File: src/rtl/core/viterbi_path_decoder_macros.svh
// Assertion macros for the Viterbi path decoder top level.
`ifndef VITERBI_PATH_DECODER_MACROS_SVH
`define VITERBI_PATH_DECODER_MACROS_SVH

// Same-cycle implication, checked outside reset.
`define VPD_ASSERT_NOW(lbl, ante, cons) \
    lbl: assert property (@(posedge clk) disable iff (!rst_n) (ante) |-> (cons)) \
        else $error("vpd check failed");

// Next-cycle implication, checked outside reset.
`define VPD_ASSERT_NEXT(lbl, ante, cons) \
    lbl: assert property (@(posedge clk) disable iff (!rst_n) (ante) |=> (cons)) \
        else $error("vpd check failed");

`endif

File: src/rtl/core/vpd_pkg.sv
// Types and constants shared by the Viterbi path decoder modules.
package vpd_pkg;

    localparam int FIELD_STATES = 16;
    localparam logic [4:0] NUM_STATES_RESET = 5'd16;
    localparam logic signed [31:0] INIT_PRIOR_RESET = -32'sd181704;

    localparam logic CFG_NUM_STATES = 1'b0;
    localparam logic CFG_INIT_PRIOR = 1'b1;

    localparam logic CMD_TRANSITION = 1'b0;
    localparam logic CMD_LIKELIHOOD = 1'b1;

    typedef enum logic [3:0] {
        ST_IDLE,
        ST_DECIDE,
        ST_SCAN,
        ST_DRAIN,
        ST_WRSCAN,
        ST_CLOSE,
        ST_CHECK,
        ST_ARGMAX,
        ST_SEED,
        ST_EMIT,
        ST_WAIT,
        ST_BTREAD
    } vpd_state_t;

    typedef struct packed {
        logic take;
        logic trans_wr;
        logic k_clr;
        logic scan_issue;
        logic wr_first;
        logic wr_scan;
        logic close;
        logic set_ovf;
        logic am_step;
        logic seed;
        logic emit;
        logic bt_next;
        logic run_clear;
    } vpd_cmd_t;

    typedef struct packed {
        logic is_trans;
        logic in_range;
        logic frames_full;
        logic first_frame;
        logic k_last;
        logic decode_go;
        logic out_full;
        logic f_zero;
    } vpd_status_t;

endpackage

File: src/rtl/core/vpd_ctrl.sv
// Sequencer for the Viterbi path decoder: request intake, scan, decode, backtrack.
module vpd_ctrl (
    input  logic                clk,
    input  logic                rst_n,
    input  logic                in_valid,
    output logic                in_stall,
    input  vpd_pkg::vpd_status_t sts,
    output vpd_pkg::vpd_cmd_t    cmd
);
    import vpd_pkg::*;

    vpd_state_t state_reg, state_next;

    always_ff @(posedge clk or negedge rst_n)
    begin
        if (!rst_n)
        begin
            state_reg <= ST_IDLE;
        end
        else
        begin
            state_reg <= state_next;
        end
    end

    always_comb
    begin
        state_next = state_reg;
        cmd = '0;
        in_stall = (state_reg != ST_IDLE);
        unique case (state_reg)
            ST_IDLE:
            begin
                if (in_valid)
                begin
                    cmd.take = 1'b1;
                    state_next = ST_DECIDE;
                end
            end
            ST_DECIDE:
            begin
                cmd.k_clr = 1'b1;
                priority if (sts.is_trans)
                begin
                    cmd.trans_wr = 1'b1;
                    state_next = ST_IDLE;
                end
                else if (!sts.in_range)
                begin
                    state_next = ST_IDLE;
                end
                else if (sts.frames_full)
                begin
                    cmd.set_ovf = 1'b1;
                    state_next = ST_CHECK;
                end
                else if (sts.first_frame)
                begin
                    cmd.wr_first = 1'b1;
                    state_next = ST_CLOSE;
                end
                else
                begin
                    state_next = ST_SCAN;
                end
            end
            ST_SCAN:
            begin
                cmd.scan_issue = 1'b1;
                if (sts.k_last)
                begin
                    state_next = ST_DRAIN;
                end
            end
            ST_DRAIN:
            begin
                state_next = ST_WRSCAN;
            end
            ST_WRSCAN:
            begin
                cmd.wr_scan = 1'b1;
                state_next = ST_CLOSE;
            end
            ST_CLOSE:
            begin
                cmd.close = 1'b1;
                state_next = ST_CHECK;
            end
            ST_CHECK:
            begin
                cmd.k_clr = 1'b1;
                state_next = sts.decode_go ? ST_ARGMAX : ST_IDLE;
            end
            ST_ARGMAX:
            begin
                cmd.am_step = 1'b1;
                if (sts.k_last)
                begin
                    state_next = ST_SEED;
                end
            end
            ST_SEED:
            begin
                cmd.seed = 1'b1;
                state_next = ST_EMIT;
            end
            ST_EMIT:
            begin
                cmd.emit = 1'b1;
                state_next = ST_WAIT;
            end
            ST_WAIT:
            begin
                if (!sts.out_full)
                begin
                    if (sts.f_zero)
                    begin
                        cmd.run_clear = 1'b1;
                        state_next = ST_IDLE;
                    end
                    else
                    begin
                        state_next = ST_BTREAD;
                    end
                end
            end
            ST_BTREAD:
            begin
                cmd.bt_next = 1'b1;
                state_next = ST_EMIT;
            end
            default:
            begin
                state_next = ST_IDLE;
            end
        endcase
    end

endmodule

File: config.mk
export PLATFORM = sky130hd
export DESIGN_NAME = vpd_ctrl
export DESIGN_NICKNAME = d
export VERILOG_FILES = /design/src/rtl/core/viterbi_path_decoder_macros.svh /design/src/rtl/core/vpd_pkg.sv /design/src/rtl/core/vpd_ctrl.sv
export SDC_FILE = /design/constraint.sdc
export NUM_CORES = 1
export LEC_CHECK = 0
export ABC_CLOCK_PERIOD_IN_PS = 1370
export BUFFER_PORTS_ARGS = -buffer_cell sky130_fd_sc_hd__buf_2
export CORE_MARGIN = 2
export CORE_UTILIZATION = 40
export DETAILED_ROUTE_END_ITERATION = 10
export PLACE_DENSITY = 0.77
export REMOVE_ABC_BUFFERS = 1
export SLEW_MARGIN = 20
export SYNTH_ARGS = -nofsm -noshare
export SYNTH_HDL_FRONTEND = slang
export SYNTH_SLANG_ARGS = --single-unit
File: constraint.sdc
create_clock -name clk -period 1.37 [get_ports clk]
set_input_delay 0.3425 -clock clk [delete_from_list [all_inputs] [get_ports clk]]
set_output_delay 0.3425 -clock clk [all_outputs]
set_load 0.02 [all_outputs]
==> results.py, run 1 <==
metrics = {
    "worst_setup_path": {
        "reg2reg_to": "state_reg[0]",
        "r2r_cells": 6,
        "critPathRequiredTime_ps": 1030,
        "critPathMaxFanout": 3,
        "r2r-start": "state_reg[3]",
        "startpoint": "state_reg[2]",
        "critPathArrivalTime_ps": 1530,
        "reg2reg_setup_slack_ps": -140,
        "crit_type": "reg -> out",
        "crit_path_end_kind": "output port",
        "worst_setup_path_start_kind": "flop",
        "endpoint": "cmd[0]",
    },
    "placement": {
        "dp.cells": 118,
        "dp_hpwl_mm": 1.15,
        "placed_area_um2": 758,
        "gp_congestion": 0.828,
        "port_buffers": 24,
    },
    "cells_and_area": {
        "fin_area_um2": 1090,
        "nets": 125,
        "largest_reg_flops": 4,
        "area_delta_synth_final_pct": 95.3,
        "diodes": 0,
        "drive_gt1_share_pct": 75.9,
        "regArea_um2": 101,
        "final_common_cell": "buf_6",
        "final_cell_mix": "buf_6, buf_2, buf_4",
        "fin_util_pct": 83.8,
        "stdcell_count": 127,
        "multiInputGateArea_um2": 568,
        "n_fill_cell": 78,
    },
    "detailed_routing": {
        "drtIter0Drc": 20,
        "first_pass_iters": 4,
        "wl_per_cell_um": 18.9,
        "ant_nets": 0,
        "num_vias": 751,
        "vias_per_cell": 5.91,
        "drc": 0,
        "routed_wl_mm": 2.41,
    },
    "clock_network": {
        "root_buffer": "clkbuf_4",
        "cts_sinks": 4,
        "clkSlewWorstSetupHoldPaths_ps": 40,
        "clk_latency_ps": 240,
        "cts_made_buffers": 3,
        "htree_levels": 1,
        "clk_path_buf_depth": 2,
        "cts_tree": "yes",
    },
    "grt": {
        "antenna_found_initial": 0,
        "grt_pass1_vias": 664,
        "grt_pass1_wl_mm": 2.83,
        "grt_max_degree": 8,
        "grt-ovfl-total": 0,
        "grt_usage_pct": 25.2,
    },
    "yosys": {
        "yosysUniqueCellTypes": 32,
        "synth_ff_type": "dfrtp_1",
        "yosys_warnings": 0,
        "synth_area_um2": 558,
        "synthTopCellsByArea": "dfrtp_1, nor2_1, buf_6, a21oi_1, o311ai_4",
        "syn_inst": 70,
        "syn_area_per_cell_um2": 7.97,
        "ys_seq_area_share_pct": 17.9,
        "synth.top_cell.area_share_pct": 17.9,
        "synth-edff-count": 0,
        "ys_async_sr_fraction_pct": 100,
        "yosysTopAreaCell": "dfrtp_1",
        "ys_ff_latch": 4,
    },
    "timing": {
        "max_freq_mhz": 533,
        "hold_violations": 0,
        "clock_skew_ps": 5.01,
        "worst_slack_ps": -505,
        "slew_violations": 0,
        "fin_crit_sh_pct": 137,
        "setup_violations": 18,
        "period_needed_ps": 1870,
        "rsz0062_at_grt": "yes",
        "relSlewSlack_pct": 77.2,
        "worst_pin_slew_ps": 341,
    },
    "run": {
        "cap_violations": 0,
    },
    "power": {
        "p_comb_share_pct": 84.8,
        "ir_worst_vdd_uv": 1620,
        "power.leakage_uw": 0.000478,
        "p_sw_uw": 1290,
        "power_density_nw_per_um2": 2390,
        "internal-power_uw": 1310,
        "swShare_pct": 49.7,
        "pwr-share-clk_pct": 5.5,
        "seq_power_share_pct": 9.7,
    },
    "die": {
        "start_util_pct": 42.9,
        "io_pins": 25,
        "dieHeight_um": 41.4,
        "row_count": 13,
        "die_x_um": 41.4,
        "fp.coreArea_um2": 1300,
        "dieArea_um2": 1710,
    },
    "min_path": {
        "hp-class": "in -> reg",
    },
    "outcome": {
        "outcome": "finished, violations left",
        "violations": "negative setup slack",
    },
}
-- what timing repair did --
action | in CTS | in global routing
pin swaps | 12 | 9
setup endpoints to repair | 17 | 18
resized for setup | 34 | 35
buffers inserted | 4 | 3
hold buffers | 1 | 0
hold endpoints to repair | 4 | 0
-- per-layer routing --
metal	global-route usage (%)	up-vias	wire length [um]
met3	2.66	14	81
met4	12.9	0	109
li1	-	344	-
met2	43.8	28	1280
met5	0	-	0
met1	30.5	365	934
-- layout make-up --
cell class / instances / area share (%)
sequential: 4 / 9.30
timing repair buffer: 44 / 34.1
clock buffer: 3 / 2.07
multi-input combinational: 59 / 52.1
inverter: 2 / 0.689
tap: 15 / 1.72
-- power by group through the flow --
| stage | clock (uW) | sequential, uW | combinational (uW) |
|---|---|---|---|
| 3_5_place_dp | 0 | 248 | 1350 |
| 4_1_cts | 145 | 246 | 1750 |
| 5_1_grt | 148 | 253 | 2310 |
| 3_3_place_gp | 0 | 249 | 1330 |
| 6_report | 144 | 251 | 2210 |
| 2_1_floorplan | 0 | 349 | 750 |
-- stage by stage --
stage                     worst slack, ps  hold slack (ps)  total power, uW  setup TNS [ps]
after floorplan                      -594             46.9             1100           -2230
after global placement               -138              148             1580            -652
after detailed placement             -146              148             1600            -718
after CTS                            -382              371             2140           -4010
after global routing                 -527              401             2710           -5480
final                                -505              391             2600           -4930
-- logic make-up after synthesis --
group | after synthesis | synth area share [%]
buffers and inverters | 7 | 9.19
AO/OA/AOI/OAI | 20 | 29.4
AND/OR/NAND/NOR | 39 | 43.5
flip-flops | 4 | 17.9
-- worst max-delay path, cell delays in order, from the launching register on --
cell and delay [ps]:
dfrtp_1 390, buf_4 160, nand2b_4 160, nor4b_2 350, buf_2 230
-- synth_stat cells (3+ instances only) --
master	number
nand2_1	5
buf_6	3
nand2b_1	3
nor2_1	11
o21ai_0	3
nor3_1	4
a21oi_1	6
dfrtp_1	4
-- how the worst min path moves through the flow --
stage	startpoint	endpoint	slack, ps	cells after the start
after floorplan	rst_n	state_reg[0]	50	0
after global placement	rst_n	state_reg[0]	150	1
after detailed placement	rst_n	state_reg[3]	150	1
after CTS	sts[1]	state_reg[3]	370	2
after global routing	sts[1]	state_reg[3]	400	2
final	sts[1]	state_reg[3]	390	2
Power figures use the tool's default switching activity.
==> run 2, diff against run 1 <==
ABC_CLOCK_PERIOD_IN_PS = 1890   (was 1370)
CORE_AREA = 2 2 39 41   (was default)
CORE_MARGIN = default   (was 2)
CORE_UTILIZATION = default   (was 40)
DIE_AREA = 0 0 41 43   (was default)
clock period = 1.89 ns   (was 1.37 ns; I/O delays follow)
==> run 2 against run 1 <==
  * The run still ends with negative setup slack left
  * First-iteration DRC count is 40% lower
  * Die area up 3.1%
  * Core utilization is 25 points lower
  * Sequential share of layout area up 3.7 points
  * Routed wire length is 36% lower
  * Count of clock-buffer cells in the layout unchanged
  * Combinational power shrank 54%
  * Worst hold slack got worse by 360 ps
  * Final cell count shrank 7.1%
  * Flip-flop and latch count unchanged
  * Critical path type unchanged
  * Critical endpoint is now cmd[8]
  * Largest cell class unchanged
==> results.py, run 2 (same netlist as run 1, synthesis figures left out) <==
metrics = {
    "cells_and_area": {
        "diodes": 0,
        "final_cell_mix": "buf_2, buf_4, nor2_1",
        "area_delta_synth_final_pct": 45.3,
        "nets": 115,
        "largest_reg_flops": 4,
        "fin_area_um2": 811,
        "drive_gt1_share_pct": 55.9,
        "fin_util_pct": 58.6,
        "final_common_cell": "buf_2",
        "n_fill_cell": 129,
    },
    "timing": {
        "clock_skew_ps": 1.21,
        "fin_crit_sh_pct": 100,
        "slew_violations": 0,
        "hold_violations": 0,
        "worst_slack_ps": -5.82,
        "max_freq_mhz": 527,
        "rsz0062_at_grt": "yes",
        "setup_violations": 1,
        "worst_pin_slew_ps": 308,
        "fin_setup_tns_ps": -5.82,
        "relSlewSlack_pct": 79.4,
        "period_needed_ps": 1900,
    },
    "power": {
        "power.leakage_uw": 0.000382,
        "ir_worst_vdd_uv": 721,
        "power_density_nw_per_um2": 1640,
    },
    "worst_setup_path": {
        "worst_setup_path_start_kind": "flop",
        "critPathRequiredTime_ps": 1420,
        "critPathMaxFanout": 5,
        "crit_type": "reg -> out",
        "slowest_delay_ps": 440,
        "slowest_stage": "dfrtp_2",
        "reg2reg_setup_slack_ps": 310,
        "crit_path_end_kind": "output port",
        "critPathArrivalTime_ps": 1420,
        "crit_chain": "nor4b_4 > and4b_1 > buf_6",
    },
    "detailed_routing": {
        "ant_nets": 0,
        "drc": 0,
        "num_vias": 637,
        "drtIter0Drc": 12,
        "vias_per_cell": 5.40,
        "first_pass_iters": 4,
        "routed_wl_mm": 1.54,
        "wl_per_cell_um": 13.0,
    },
    "clock_network": {
        "cts_made_buffers": 3,
        "clk_path_buf_depth": 2,
        "cts_tree": "yes",
        "root_buffer": "clkbuf_4",
        "clkSlewWorstSetupHoldPaths_ps": 40,
        "htree_levels": 1,
        "clk_latency_ps": 240,
        "cts_sinks": 4,
    },
    "grt": {
        "antenna_found_initial": 0,
        "grt_pass1_vias": 581,
        "grt_usage_pct": 19.6,
        "grt_pass1_wl_mm": 2.42,
        "grt-ovfl-total": 0,
        "grt_max_degree": 10,
    },
    "die": {
        "start_util_pct": 40.3,
        "dieArea_um2": 1760,
        "fp.coreArea_um2": 1380,
        "dieHeight_um": 43,
        "io_pins": 25,
        "row_count": 14,
        "die_x_um": 41,
    },
    "placement": {
        "port_buffers": 24,
        "placed_area_um2": 699,
        "gp_congestion": 0.911,
    },
    "outcome": {
        "violations": "negative setup slack",
        "outcome": "finished, violations left",
    },
    "run": {
        "cap_violations": 0,
    },
    "min_path": {
        "hp-class": "in -> async",
    },
}
## run 2: final timing paths
kind	start	endpoint	depth (start not counted)
setup reg to reg	state_reg[3]	state_reg[3]	6
setup / recovery	state_reg[1]	cmd[8]	3
max in group asynchronous	rst_n	state_reg[1]	1
min in group clk	sts[5]	state_reg[2]	3
hold reg to reg	state_reg[3]	state_reg[2]	3
hold / removal	rst_n	state_reg[3]	1
## run 2: what timing repair did
action                                  CTS  global route
hold buffers                              0             0
gates resized for setup                   6            12
pin swaps                                 2             0
buffers inserted                          3             1
endpoints found under the setup margin    6             8
## run 2: layout make-up
cell class              instances  area [um2]  area share, %
flip-flops and latches          4         105           13.0
clock buffers                   3        22.5           2.78
inverters                       2        7.51          0.926
well taps                      16        20.0           2.47
repair buffers                 34         213           26.2
multi-input cells              59         443           54.6
## run 2: routing by layer
layer  vias to the layer above  part of all wire (%)  global-route usage (%)
met1                       289                    42                    25.7
met4                         0                   1.0                    6.67
met5                         -                     0                       0
li1                        319                     -                       -
met2                        27                    51                    29.7
met3                         2                   5.5                    5.24
## run 2: power breakdown
part           leakage (uW)  internal [uW]  switching (uW)  total (uW)
Clock             0.0000138           71.2            37.3         108
Sequential        0.0000457            134            78.0         212
Combinational      0.000323            457             548        1010
Total              0.000382            662             664        1330
## run 2: per-stage QoR
step	hold WS, ps	std cells	worst slack [ps]	power, uW
after floorplan	177	65	-204	797
after global placement	283	111	131	1060
after detailed placement	284	111	143	1070
after CTS	32.2	117	-5.61	1220
after global routing	36.6	118	-96.1	1440
final	35.4	118	-5.82	1330
## run 2: critical path, delay by kind of cell, from the launching register on
kind                   cells  cell delay [ps]
AND/OR/NAND/NOR            2              620
flip-flops                 1              440
buffers and inverters      1              130
